**config.mk**
```make
export PLATFORM = sky130hd
export DESIGN_NAME = nndf_ctrl
export DESIGN_NICKNAME = d
export VERILOG_FILES = /design/src/rtl/core/nndf_pkg.sv /design/src/rtl/core/nndf_ctrl.sv
export SDC_FILE = /design/constraint.sdc
export NUM_CORES = 1
export LEC_CHECK = 0
export BUFFER_PORTS_ARGS = -buffer_cell sky130_fd_sc_hd__buf_2
export CORE_AREA = 2 2 39 41
export CTS_BUF_LIST = sky130_fd_sc_hd__clkbuf_16
export DETAILED_ROUTE_END_ITERATION = 8
export DIE_AREA = 0 0 41 43
export HOLD_SLACK_MARGIN = 0.1
export SLEW_MARGIN = 20
export SYNTH_ARGS = -nofsm -noshare
export SYNTH_HDL_FRONTEND = slang
export SYNTH_SLANG_ARGS = --single-unit
```
**constraint.sdc**
```tcl
create_clock -name clk -period 1.02 [get_ports clk]
set_input_delay 0.102 -clock clk [delete_from_list [all_inputs] [get_ports clk]]
set_output_delay 0.102 -clock clk [all_outputs]
set_load 0.005 [all_outputs]
```
**src/rtl/core/nndf_pkg.sv**
```systemverilog
// nndf_pkg: constants, types and helpers for the nearest neighbour distance filter
// no dependencies; used by every file under rtl/core except nndf_ram

package nndf_pkg;

	// store geometry and coordinate format
	localparam int REF_POINTS = 4096;
	localparam int COORD_BITS = 24;
	localparam int FIELD_W    = 24;
	localparam int COLOUR_W   = 8;
	localparam int OPCODE_W   = 2;
	localparam int DIST_W     = 52;
	localparam int DISC_W     = 32;
	localparam int REFCNT_W   = 13;

	localparam int ADDR_W   = (REF_POINTS > 1) ? $clog2(REF_POINTS) : 1;
	localparam int CNT_W    = $clog2(REF_POINTS + 1);
	localparam int POINT_W  = 3 * FIELD_W;
	localparam int ABS_W    = FIELD_W;
	localparam int SQ_W     = 2 * ABS_W;
	localparam int SUM_W    = SQ_W + 2;

	// threshold register, reset to 0.1 in units of 2^-24
	localparam logic [DIST_W-1:0] THRESH_RESET = DIST_W'(1677722);
	localparam int                CFG_DATA_W   = 64;
	localparam int                CFG_ADDR_W   = 4;
	localparam logic              REG_THRESH   = 1'b0;

	// opcodes
	localparam logic [OPCODE_W-1:0] OP_CLEAR = 2'd0;
	localparam logic [OPCODE_W-1:0] OP_LOAD  = 2'd1;
	localparam logic [OPCODE_W-1:0] OP_QUERY = 2'd2;

	// controller to datapath
	typedef struct packed {
		logic clear;
		logic load;
		logic query;
		logic issue;
		logic finish;
	} nndf_cmd_t;

	// datapath to controller
	typedef struct packed {
		logic count_zero;
		logic scan_last;
		logic pipe_empty;
	} nndf_sts_t;

	// low COORD_BITS bits of a field taken as two's complement, sign extended
	function automatic logic [FIELD_W-1:0] coord_of(input logic [FIELD_W-1:0] raw);
		logic [FIELD_W-1:0] v;
		for (int i = 0; i < FIELD_W; i++) begin
			v[i] = (i < COORD_BITS) ? raw[i] : raw[COORD_BITS-1];
		end
		return v;
	endfunction

endpackage

```
**src/rtl/core/nndf_ctrl.sv**
```systemverilog
// nndf_ctrl: sequencing state machine and output valid flag
// depends on nndf_pkg

module nndf_ctrl (
	input  logic                                clk,
	input  logic                                arst_n,
	input  logic                                in_valid,
	input  logic [nndf_pkg::OPCODE_W-1:0]       opcode,
	output logic                                in_stall,
	output logic                                out_valid,
	input  logic                                out_stall,
	output nndf_pkg::nndf_cmd_t                 cmd,
	input  nndf_pkg::nndf_sts_t                 sts
);

	typedef enum logic [1:0] {
		ST_IDLE,
		ST_SCAN,
		ST_DRAIN
	} state_t;

	state_t state_q;
	logic   out_valid_q;
	logic   accept;
	logic   out_free;

	assign in_stall  = (state_q != ST_IDLE);
	assign out_valid = out_valid_q;
	assign accept    = in_valid && (state_q == ST_IDLE);
	assign out_free  = !out_valid_q || !out_stall;

	always_comb begin
		cmd = '0;
		if (accept) begin
			unique case (opcode)
				nndf_pkg::OP_CLEAR: cmd.clear = 1'b1;
				nndf_pkg::OP_LOAD:  cmd.load  = 1'b1;
				nndf_pkg::OP_QUERY: cmd.query = 1'b1;
				default:            cmd.clear = 1'b0;
			endcase
		end
		cmd.issue  = (state_q == ST_SCAN);
		cmd.finish = (state_q == ST_DRAIN) && sts.pipe_empty && out_free;
	end

	always_ff @(posedge clk or negedge arst_n) begin
		if (!arst_n) begin
			state_q     <= ST_IDLE;
			out_valid_q <= 1'b0;
		end else begin
			unique case (state_q)
				ST_IDLE: begin
					if (cmd.query) begin
						state_q <= sts.count_zero ? ST_DRAIN : ST_SCAN;
					end
				end
				ST_SCAN: begin
					if (sts.scan_last) begin
						state_q <= ST_DRAIN;
					end
				end
				ST_DRAIN: begin
					if (cmd.finish) begin
						state_q <= ST_IDLE;
					end
				end
				default: state_q <= ST_IDLE;
			endcase
			if (cmd.finish) begin
				out_valid_q <= 1'b1;
			end else if (!out_stall) begin
				out_valid_q <= 1'b0;
			end
		end
	end

endmodule

```
# Word-level counts from Yosys, hierarchy flattened
# Index checks and enable logic that the tools add are counted.
# word_totals
output_inout_bits	7
ff_bits	3
wordCells	31
# classes
n_eq_ne	8
reduce_logical	10
n_mux	11
# op_table
op	count
two-way mux 2 bit	4
case mux 2 bit (3 select lines)	1
two-way mux 1 bit	5
equality test 2 x 1 -> 1 bit, second input constant	2
equality test 2 bit, second input constant	2
zero test 2 bit	2
inequality test 2 x 1 -> 1 bit, second input constant	2
inequality test 2 bit, second input constant	2
logical AND 1 bit	3
two-way mux 3 bit	1
AND reduction 3 bit	1
zero test 1 bit	2
nonzero test 2 bit	1
logical OR 1 bit	1

# Depth between registers and ports, before layout
# Gate-level depths: netlist (run 1).
# depth
ltp_word	5
mapped_depth	3
depth_no_buf	3

# Least setup slack after synthesis (run 1)
# Ideal clock, no wire load.
# synth_path
path_kind	register to register
from	register state_q[0]
to	register state_q[1]
t_arrival_ps	938
synth_period_minus_slack_ps	1062
slack_ps	-42
required_time_ps	896
path_stages_with_launch	4
path_buffers	0
setup_ps	124
path_cell_list	dfrtp_1 -> nor2b_1 -> and2_0 -> a211o_1
# synth_rtl
element	line	rtl
start, declared	nndf_ctrl.sv:22	state_t state_q;
start signal, assigned	nndf_ctrl.sv:54	state_q <= sts.count_zero ? ST_DRAIN : ST_SCAN;

==> results of run 1 <==
routing by layer:
metal,GRT usage (%),part of all wire [%],up-vias
met1,7.44,39,118
li1,-,-,125
met5,0,0,-
met2,12.5,55,11
met4,10.0,0,0
met3,4.71,6.4,0
power groups by stage:
stage	logic, mW	registers (mW)	clock network (mW)
global placement	0.103	0.146	0
CTS	0.163	0.144	0.617
detailed placement	0.104	0.146	0
floorplan	0.0433	0.149	0
global route	0.192	0.152	0.635
finish	0.175	0.149	0.608
cells in the final DEF (no fill, tap or decap), drive strengths merged:
cell type    count
nand2            2
nor2b            1
and2             1
buf             20
a211o            1
dfrtp            3
inv              2
or2b             2
nor3             1
nor4b            1
nand3b           2
dlygate4sd3      1
nor2             1
a21oi            3
and4b            1
or3              1
clkbuf           3
worst max path at each step:
stage | from | end | slack, ps | cells after the start
after detailed placement | state_q[0] | cmd[4] | -140 | 4
after global placement | state_q[0] | cmd[4] | -80 | 4
after global routing | state_q[0] | cmd[4] | -310 | 4
after CTS | state_q[0] | cmd[4] | -260 | 4
after floorplan | state_q[1] | cmd[4] | 20 | 3
final | state_q[0] | cmd[4] | -260 | 4
cells by family (layout without fill, tap and decap cells):
family          count (synthesis)  after routing  synth area share, %
compound gates                  4              4                 12.7
buf+inv                         1             26                 2.00
flops                           3              3                 40.0
simple gates                   13             13                 45.3
worst register-to-register path, delay by kind of cell (launching register included):
kind / cells / cell delay, ps
DFF: 1 / 410
and+or+nand+nor: 2 / 240
buffers and inverters: 1 / 170
AOI/OAI and AO/OA: 1 / 230
what timing repair did:
action	CTS	global route
hold endpoints to repair	3	0
pin swaps	1	0
resized for setup	6	6
setup buffers	4	1
endpoints found under the setup margin	7	8
cloned	0	0
hold buffers	1	0
metrics by stage:
stage                     util [%]  instances  worst slack [ps]  setup TNS (ps)  power [mW]
after floorplan                  -         21              17.6               0       0.193
after global placement        21.5         53             -82.0            -105       0.249
after detailed placement      21.5         53              -140            -147       0.250
after CTS                     31.8         62              -263           -1260       0.925
after global routing          33.3         62              -313           -1870       0.979
final                         33.3         62              -258           -1470       0.932
cell usage after synthesis, drive strengths merged:
master,n,area [sq um]
nor2b,1,6.26
or2b,2,15.0
or3,1,6.26
nor3,1,5.00
and2,1,6.26
inv,1,3.75
a21oi,3,15.0
and4b,1,11.3
nand3b,2,15.0
nand2,2,7.51
nor2,1,3.75
nor4b,1,8.76
dfrtp,3,75.1
a211o,1,8.76
sequential cells by signal (all words and copies together) (netlist names):
signal and count:
state_q 2, out_valid 1
layout make-up:
type,count,share of cell area [%]
Tap cell,16,4.35
Timing Repair Buffer,21,28.8
Sequential cell,3,16.6
Multi-Input combinational cell,17,32.3
Clock inverter,1,0.815
Inverter,1,0.815
Clock buffer,3,16.3
==> implementation parameters, run 1 <==
Parameter                              Value

Setup path
  CP arrival ... 1180 ps
  R2R Path Start ... state_q[0]
  Crit. End Element ... output port
  Cell with the largest stage delay on the worst path ... sky130_fd_sc_hd__dfrtp_1
  R2r endpoint ... state_q[1]
  Max incr delay on CP ... 410 ps
  Cell type group with the largest total delay on the critical path ... flip-flops
  Cells along the critical path ... nor2_4 > inv_2 > nor4b_2 > buf_2
  Length in cells of the worst reg-to-reg path ... 4
  Combined buffer and inverter count along the critical path ... 2
  Required time at the endpoint of the critical path ... 920 ps
  Sort of element at the start of the critical path ... flip-flop
  Crit path max fanout ... 3
  Crit Path Category ... flip-flop to output port
  R2R Setup Slk ... -170 ps

Status
  Run status ... complete, but fails checks
  Failing checks ... negative setup slack

Synth
  Share of the yosys chip area belonging to registers ... 40.0%
  Synthesized area divided by synthesized cell count ... 8.94 sq um
  Gate count after technology mapping ... 21
  Synth warn ... 0
  Number of different library cells in the post-synthesis netlist ... 14
  Synthesized area ... 188 sq um
  Total of flip-flops plus latches after synthesis ... 3
  Syn Nets ... 30

Timing
  Worst max-slew margin expressed relative to the limit ... 87.6%
  Maximum operating frequency ... 783 MHz
  Final setup violating endpoints ... 8
  Clock period minus final worst setup slack ... 1280 ps
  Final count of hold timing violations ... 0
  Setup repair after global routing missed its margin ... yes
  Count of final max-slew check failures ... 0
  Setup slack after layout ... -258 ps
  Share of the clock period used by the worst path ... 125%
  Smallest hold slack ... 125 ps
  Slew at the pin with the worst max-slew slack ... 185 ps
  Worst clock skew on the final layout ... 1.66 ps

Final layout
  Fin nets ... 56
  Synthesis-to-layout area growth ... 145%
  Footprint of the multi-input gates ... 149 sq um
  Antenna Diode Count ... 0
  Filler cell count ... 146
  Layout cell share with drive strength beyond 1 ... 69.6%
  Final non-filler cell area ... 460 sq um
  Sequential cell area ... 76.3 sq um

Route
  Initial DRC Count ... 4
  Average via count per standard cell ... 4.10
  DRC violation count after routing ... 0
  Antenna violation net count after detailed routing ... 0
  Total routed wirelength ... 595 um
  Number of iterations in the first detailed-routing pass ... 4
  Average routed wire per standard cell ... 9.60 um
  Vias after detailed routing ... 254

Global routing
  Initial antenna violation count ... 0
  Largest net degree at the start of global routing ... 6
  Total global routing overflow ... 0
  Global-route wire length before repair ... 917 um
  GRT Resource Usage Total ... 8.75%
  Number of global-route vias before repair ... 244

Floorplan
  Number of placed I/O pins ... 16
  Die outline width ... 41 um
  Die Footprint ... 0.00176 sq mm
  Initial cell density of the core ... 13.6%
  Num rows ... 14
  Area of the core ... 0.00138 sq mm
  Die height ... 43 um

Min path
  Endpoint of the worst hold path ... state_q[1]
  Hold path startpoint ... sts[2]
  Worst hold path depth ... 2
  Worst min-delay path category ... input pin to flip-flop

Clock network
  CTS max path bufs ... 2
  Clock transition time at the flip-flop clock pins of the worst setup and hold paths ... 30 ps
  Number of buffers created by CTS ... 3
  Clock Sink Count ... 3
  Clock insertion delay at the later pin of the skew report ... 220 ps
  Clock Tree Root ... sky130_fd_sc_hd__clkbuf_16
  Clock tree from TritonCTS ... yes
  # H-tree levels ... 1

Placement
  GPL Wtd Cong ... 0.587
  Count of buffers from port buffering ... 15
  Post-place instance area ... 298 sq um
  Detail Placement HPWL ... 374 um

Flow run
  Number of max-capacitance violations reported ... 0

Power
  Max IR drop VDD ... 793 uV
  Internal Pwr Total ... 743 uW
  Clock power share ... 65.3%
  Switch Pwr ... 189 uW
  Fraction of power consumed by combinational cells ... 18.7%
  Power density over the cells ... 2030 mW/mm^2
  Leakage power summed over all cells ... 0.239 nW
  Sequential group share of total power ... 16.0%
  Switch share ... 20.3%
(Power assumes the default switching activity.)
==> run 2: changes to the inputs <==
--- a/config.mk
+++ b/config.mk
@@ -11,6 +11,7 @@
 export DETAILED_ROUTE_END_ITERATION = 8
 export DIE_AREA = 0 0 41 43
 export HOLD_SLACK_MARGIN = 0.1
+export REMOVE_ABC_BUFFERS = 1
 export SLEW_MARGIN = 20
 export SYNTH_ARGS = -nofsm -noshare
 export SYNTH_HDL_FRONTEND = slang
==> implementation parameters, run 2 (same netlist as run 1, synthesis figures left out) <==
Parameter                              Value

Status
  Run status ... complete, but fails checks
  Failing checks ... negative setup slack

Timing
  Total Negative Setup Slacks ... -1100 ps (+377 ps)
  Clock period minus final worst setup slack ... 1310 ps (+36.6 ps)
  Final count of hold timing violations ... 0 (unchanged)
  Worst max-slew margin expressed relative to the limit ... 88.3% (+0.65 points)
  Maximum operating frequency ... 761 MHz (-2.8%)
  Setup slack after layout ... -294 ps (-36.6 ps)
  Share of the clock period used by the worst path ... 129% (+3.6 points)
  Count of final max-slew check failures ... 0 (unchanged)
  Slew at the pin with the worst max-slew slack ... 176 ps (-9.67 ps)
  Worst clock skew on the final layout ... 1.26 ps (-0.398 ps)
  Final setup violating endpoints ... 8 (unchanged)
  Setup repair after global routing missed its margin ... yes

Final layout
  Max reg flops ... 2 (unchanged)
  Most common library cell in the layout ignoring fill and taps ... sky130_fd_sc_hd__buf_2
  Leading cell types in the layout, fill and taps excluded ... sky130_fd_sc_hd__buf_2, sky130_fd_sc_hd__clkbuf_16, sky130_fd_sc_hd__buf_6, sky130_fd_sc_hd__buf_4
  Antenna Diode Count ... 0 (unchanged)
  Sequential cell area ... 76.3 sq um (unchanged)
  Synthesis-to-layout area growth ... 139%
  Final standard cell count with taps included and fillers excluded ... 62 (unchanged)
  Fin nets ... 56 (unchanged)
  Filler cell count ... 146 (unchanged)
  Footprint of the multi-input gates ... 133 sq um (-11%)
  Final non-filler cell area ... 448 sq um (-2.7%)
  Register with the most flip-flops ... state_q
  Layout cell share with drive strength beyond 1 ... 65.2% (-4.3 points)

Floorplan
  Initial cell density of the core ... 13.6% (unchanged)
  Die Footprint ... 0.00176 sq mm (unchanged)
  Num rows ... 14 (unchanged)
  Die height ... 43 um (unchanged)
  Die outline width ... 41 um (unchanged)
  Area of the core ... 0.00138 sq mm (unchanged)
  Number of placed I/O pins ... 16 (unchanged)

Global routing
  Total global routing overflow ... 0 (unchanged)
  GRT Resource Usage Total ... 8.34% (-0.41 points)
  Met1 GRT Util ... 7.42% (-0.024 points)
  Number of global-route vias before repair ... 255 (+4.5%)
  Met3 demand-to-capacity share in global routing ... 2.09% (-2.6 points)
  Initial antenna violation count ... 0 (unchanged)
  Busiest grt layer ... met4
  Met2 usage ... 11.6% (-0.94 points)
  Global-route wire length before repair ... 897 um (-2.2%)
  Largest net degree at the start of global routing ... 7 (+1)

Clock network
  # H-tree levels ... 1 (unchanged)
  Clock insertion delay at the later pin of the skew report ... 220 ps (about the same)
  Clock Tree Root ... sky130_fd_sc_hd__clkbuf_16
  Clock transition time at the flip-flop clock pins of the worst setup and hold paths ... 30 ps (about the same)
  Number of buffers created by CTS ... 3 (unchanged)
  Clock Sink Count ... 3 (unchanged)
  Clock tree from TritonCTS ... yes
  CTS max path bufs ... 2 (unchanged)

Power
  Max IR drop VDD ... 452 uV (-43%)
  Power density over the cells ... 2030 mW/mm^2 (+0.31%)
  Leakage power summed over all cells ... 0.236 nW (-1.3%)

Setup path
  Required time at the endpoint of the critical path ... 920 ps (about the same)
  Max incr delay on CP ... 400 ps (about the same)
  Sort of element at the start of the critical path ... flip-flop
  Crit path max fanout ... 3 (unchanged)
  Cell type group with the largest total delay on the critical path ... flip-flops
  Combined buffer and inverter count along the critical path ... 3 (+1)
  Cell with the largest stage delay on the worst path ... sky130_fd_sc_hd__dfrtp_1
  Crit Path Category ... flip-flop to output port
  Crit. End Element ... output port
  Cells along the critical path ... buf_4 > buf_6 > nor3_4 > buf_2
  CP arrival ... 1210 ps (+30 ps)

Route
  Initial DRC Count ... 0 (-4)
  Total routed wirelength ... 605 um (+1.7%)
  Average routed wire per standard cell ... 9.76 um (+1.7%)
  DRC violation count after routing ... 0 (unchanged)
  Antenna violation net count after detailed routing ... 0 (unchanged)
  Number of iterations in the first detailed-routing pass ... 1 (-3)
  Average via count per standard cell ... 4.08 (-0.39%)
  Vias after detailed routing ... 253 (-0.39%)

Flow run
  Number of max-capacitance violations reported ... 0 (unchanged)

Min path
  Worst min-delay path category ... input pin to flip-flop

Placement
  GPL Wtd Cong ... 0.652 (+11%)
  Cell count after placement ... 54 (+1.9%)
  Count of buffers from port buffering ... 15 (unchanged)
  Post-place instance area ... 298 sq um (unchanged)
[run 2: worst reg2reg max path, delay by kind of cell (launching register included)]
kind,cells,cell delay (ps)
simple gates,2,300
compound gates,1,260
flops,1,430
[run 2: cell type report]
class | instances | share of cell area (%)
multi-input combinational | 17 | 29.6
inverter | 1 | 0.838
sequential | 3 | 17.0
timing repair buffer | 21 | 30.4
clock buffer | 3 | 16.8
tap | 16 | 4.47
clock inverter | 1 | 0.838
[run 2: final timing paths]
check | cells after the start | endpoint | start | slack, ps
worst max-delay path | 4 | cmd[2] | state_q[1] | -290
worst min-delay path | 2 | state_q[1] | sts[2] | 110
worst max register to register | 3 | state_q[1] | state_q[0] | -70
worst min register to register | 2 | out_valid | out_valid | 510
max in group asynchronous | 2 | state_q[0] | arst_n | 700
min in group asynchronous | 2 | state_q[1] | arst_n | 210
[run 2: timing repair]
action                                  in CTS  in global routing
pin swaps                                    1                  2
gates cloned                                 0                  0
hold buffers                                 1                  0
gates resized for setup                      4                  6
endpoints found under the hold margin        3                  0
setup buffers                                2                  1
endpoints found under the setup margin       8                  8
[run 2: through the flow]
stage                     total power, mW  utilization, %  setup slack [ps]  hold slack, ps
after floorplan                     0.187               -             -42.1            -194
after global placement              0.247            21.5             -51.4           -95.9
after detailed placement            0.248            21.5             -65.2           -99.0
after CTS                           0.902            30.6              -275             107
after global routing                0.946            32.4              -329             127
final                               0.910            32.4              -294             111
[run 2: report_power, final]
part           leakage, nW  total (mW)  switching (mW)  internal [mW]
Clock               0.0423       0.614           0.108          0.506
Combinational        0.155       0.150          0.0620         0.0876
Sequential          0.0388       0.147          0.0132          0.133
Total                0.236       0.910           0.183          0.727
[run 2: metal layers]
| layer | up-vias | part of all wire (%) |
|---|---|---|
| li1 | 125 | - |
| met1 | 113 | 40 |
| met2 | 13 | 48 |
| met3 | 2 | 7.8 |
| met4 | 0 | 3.1 |
| met5 | - | 0 |
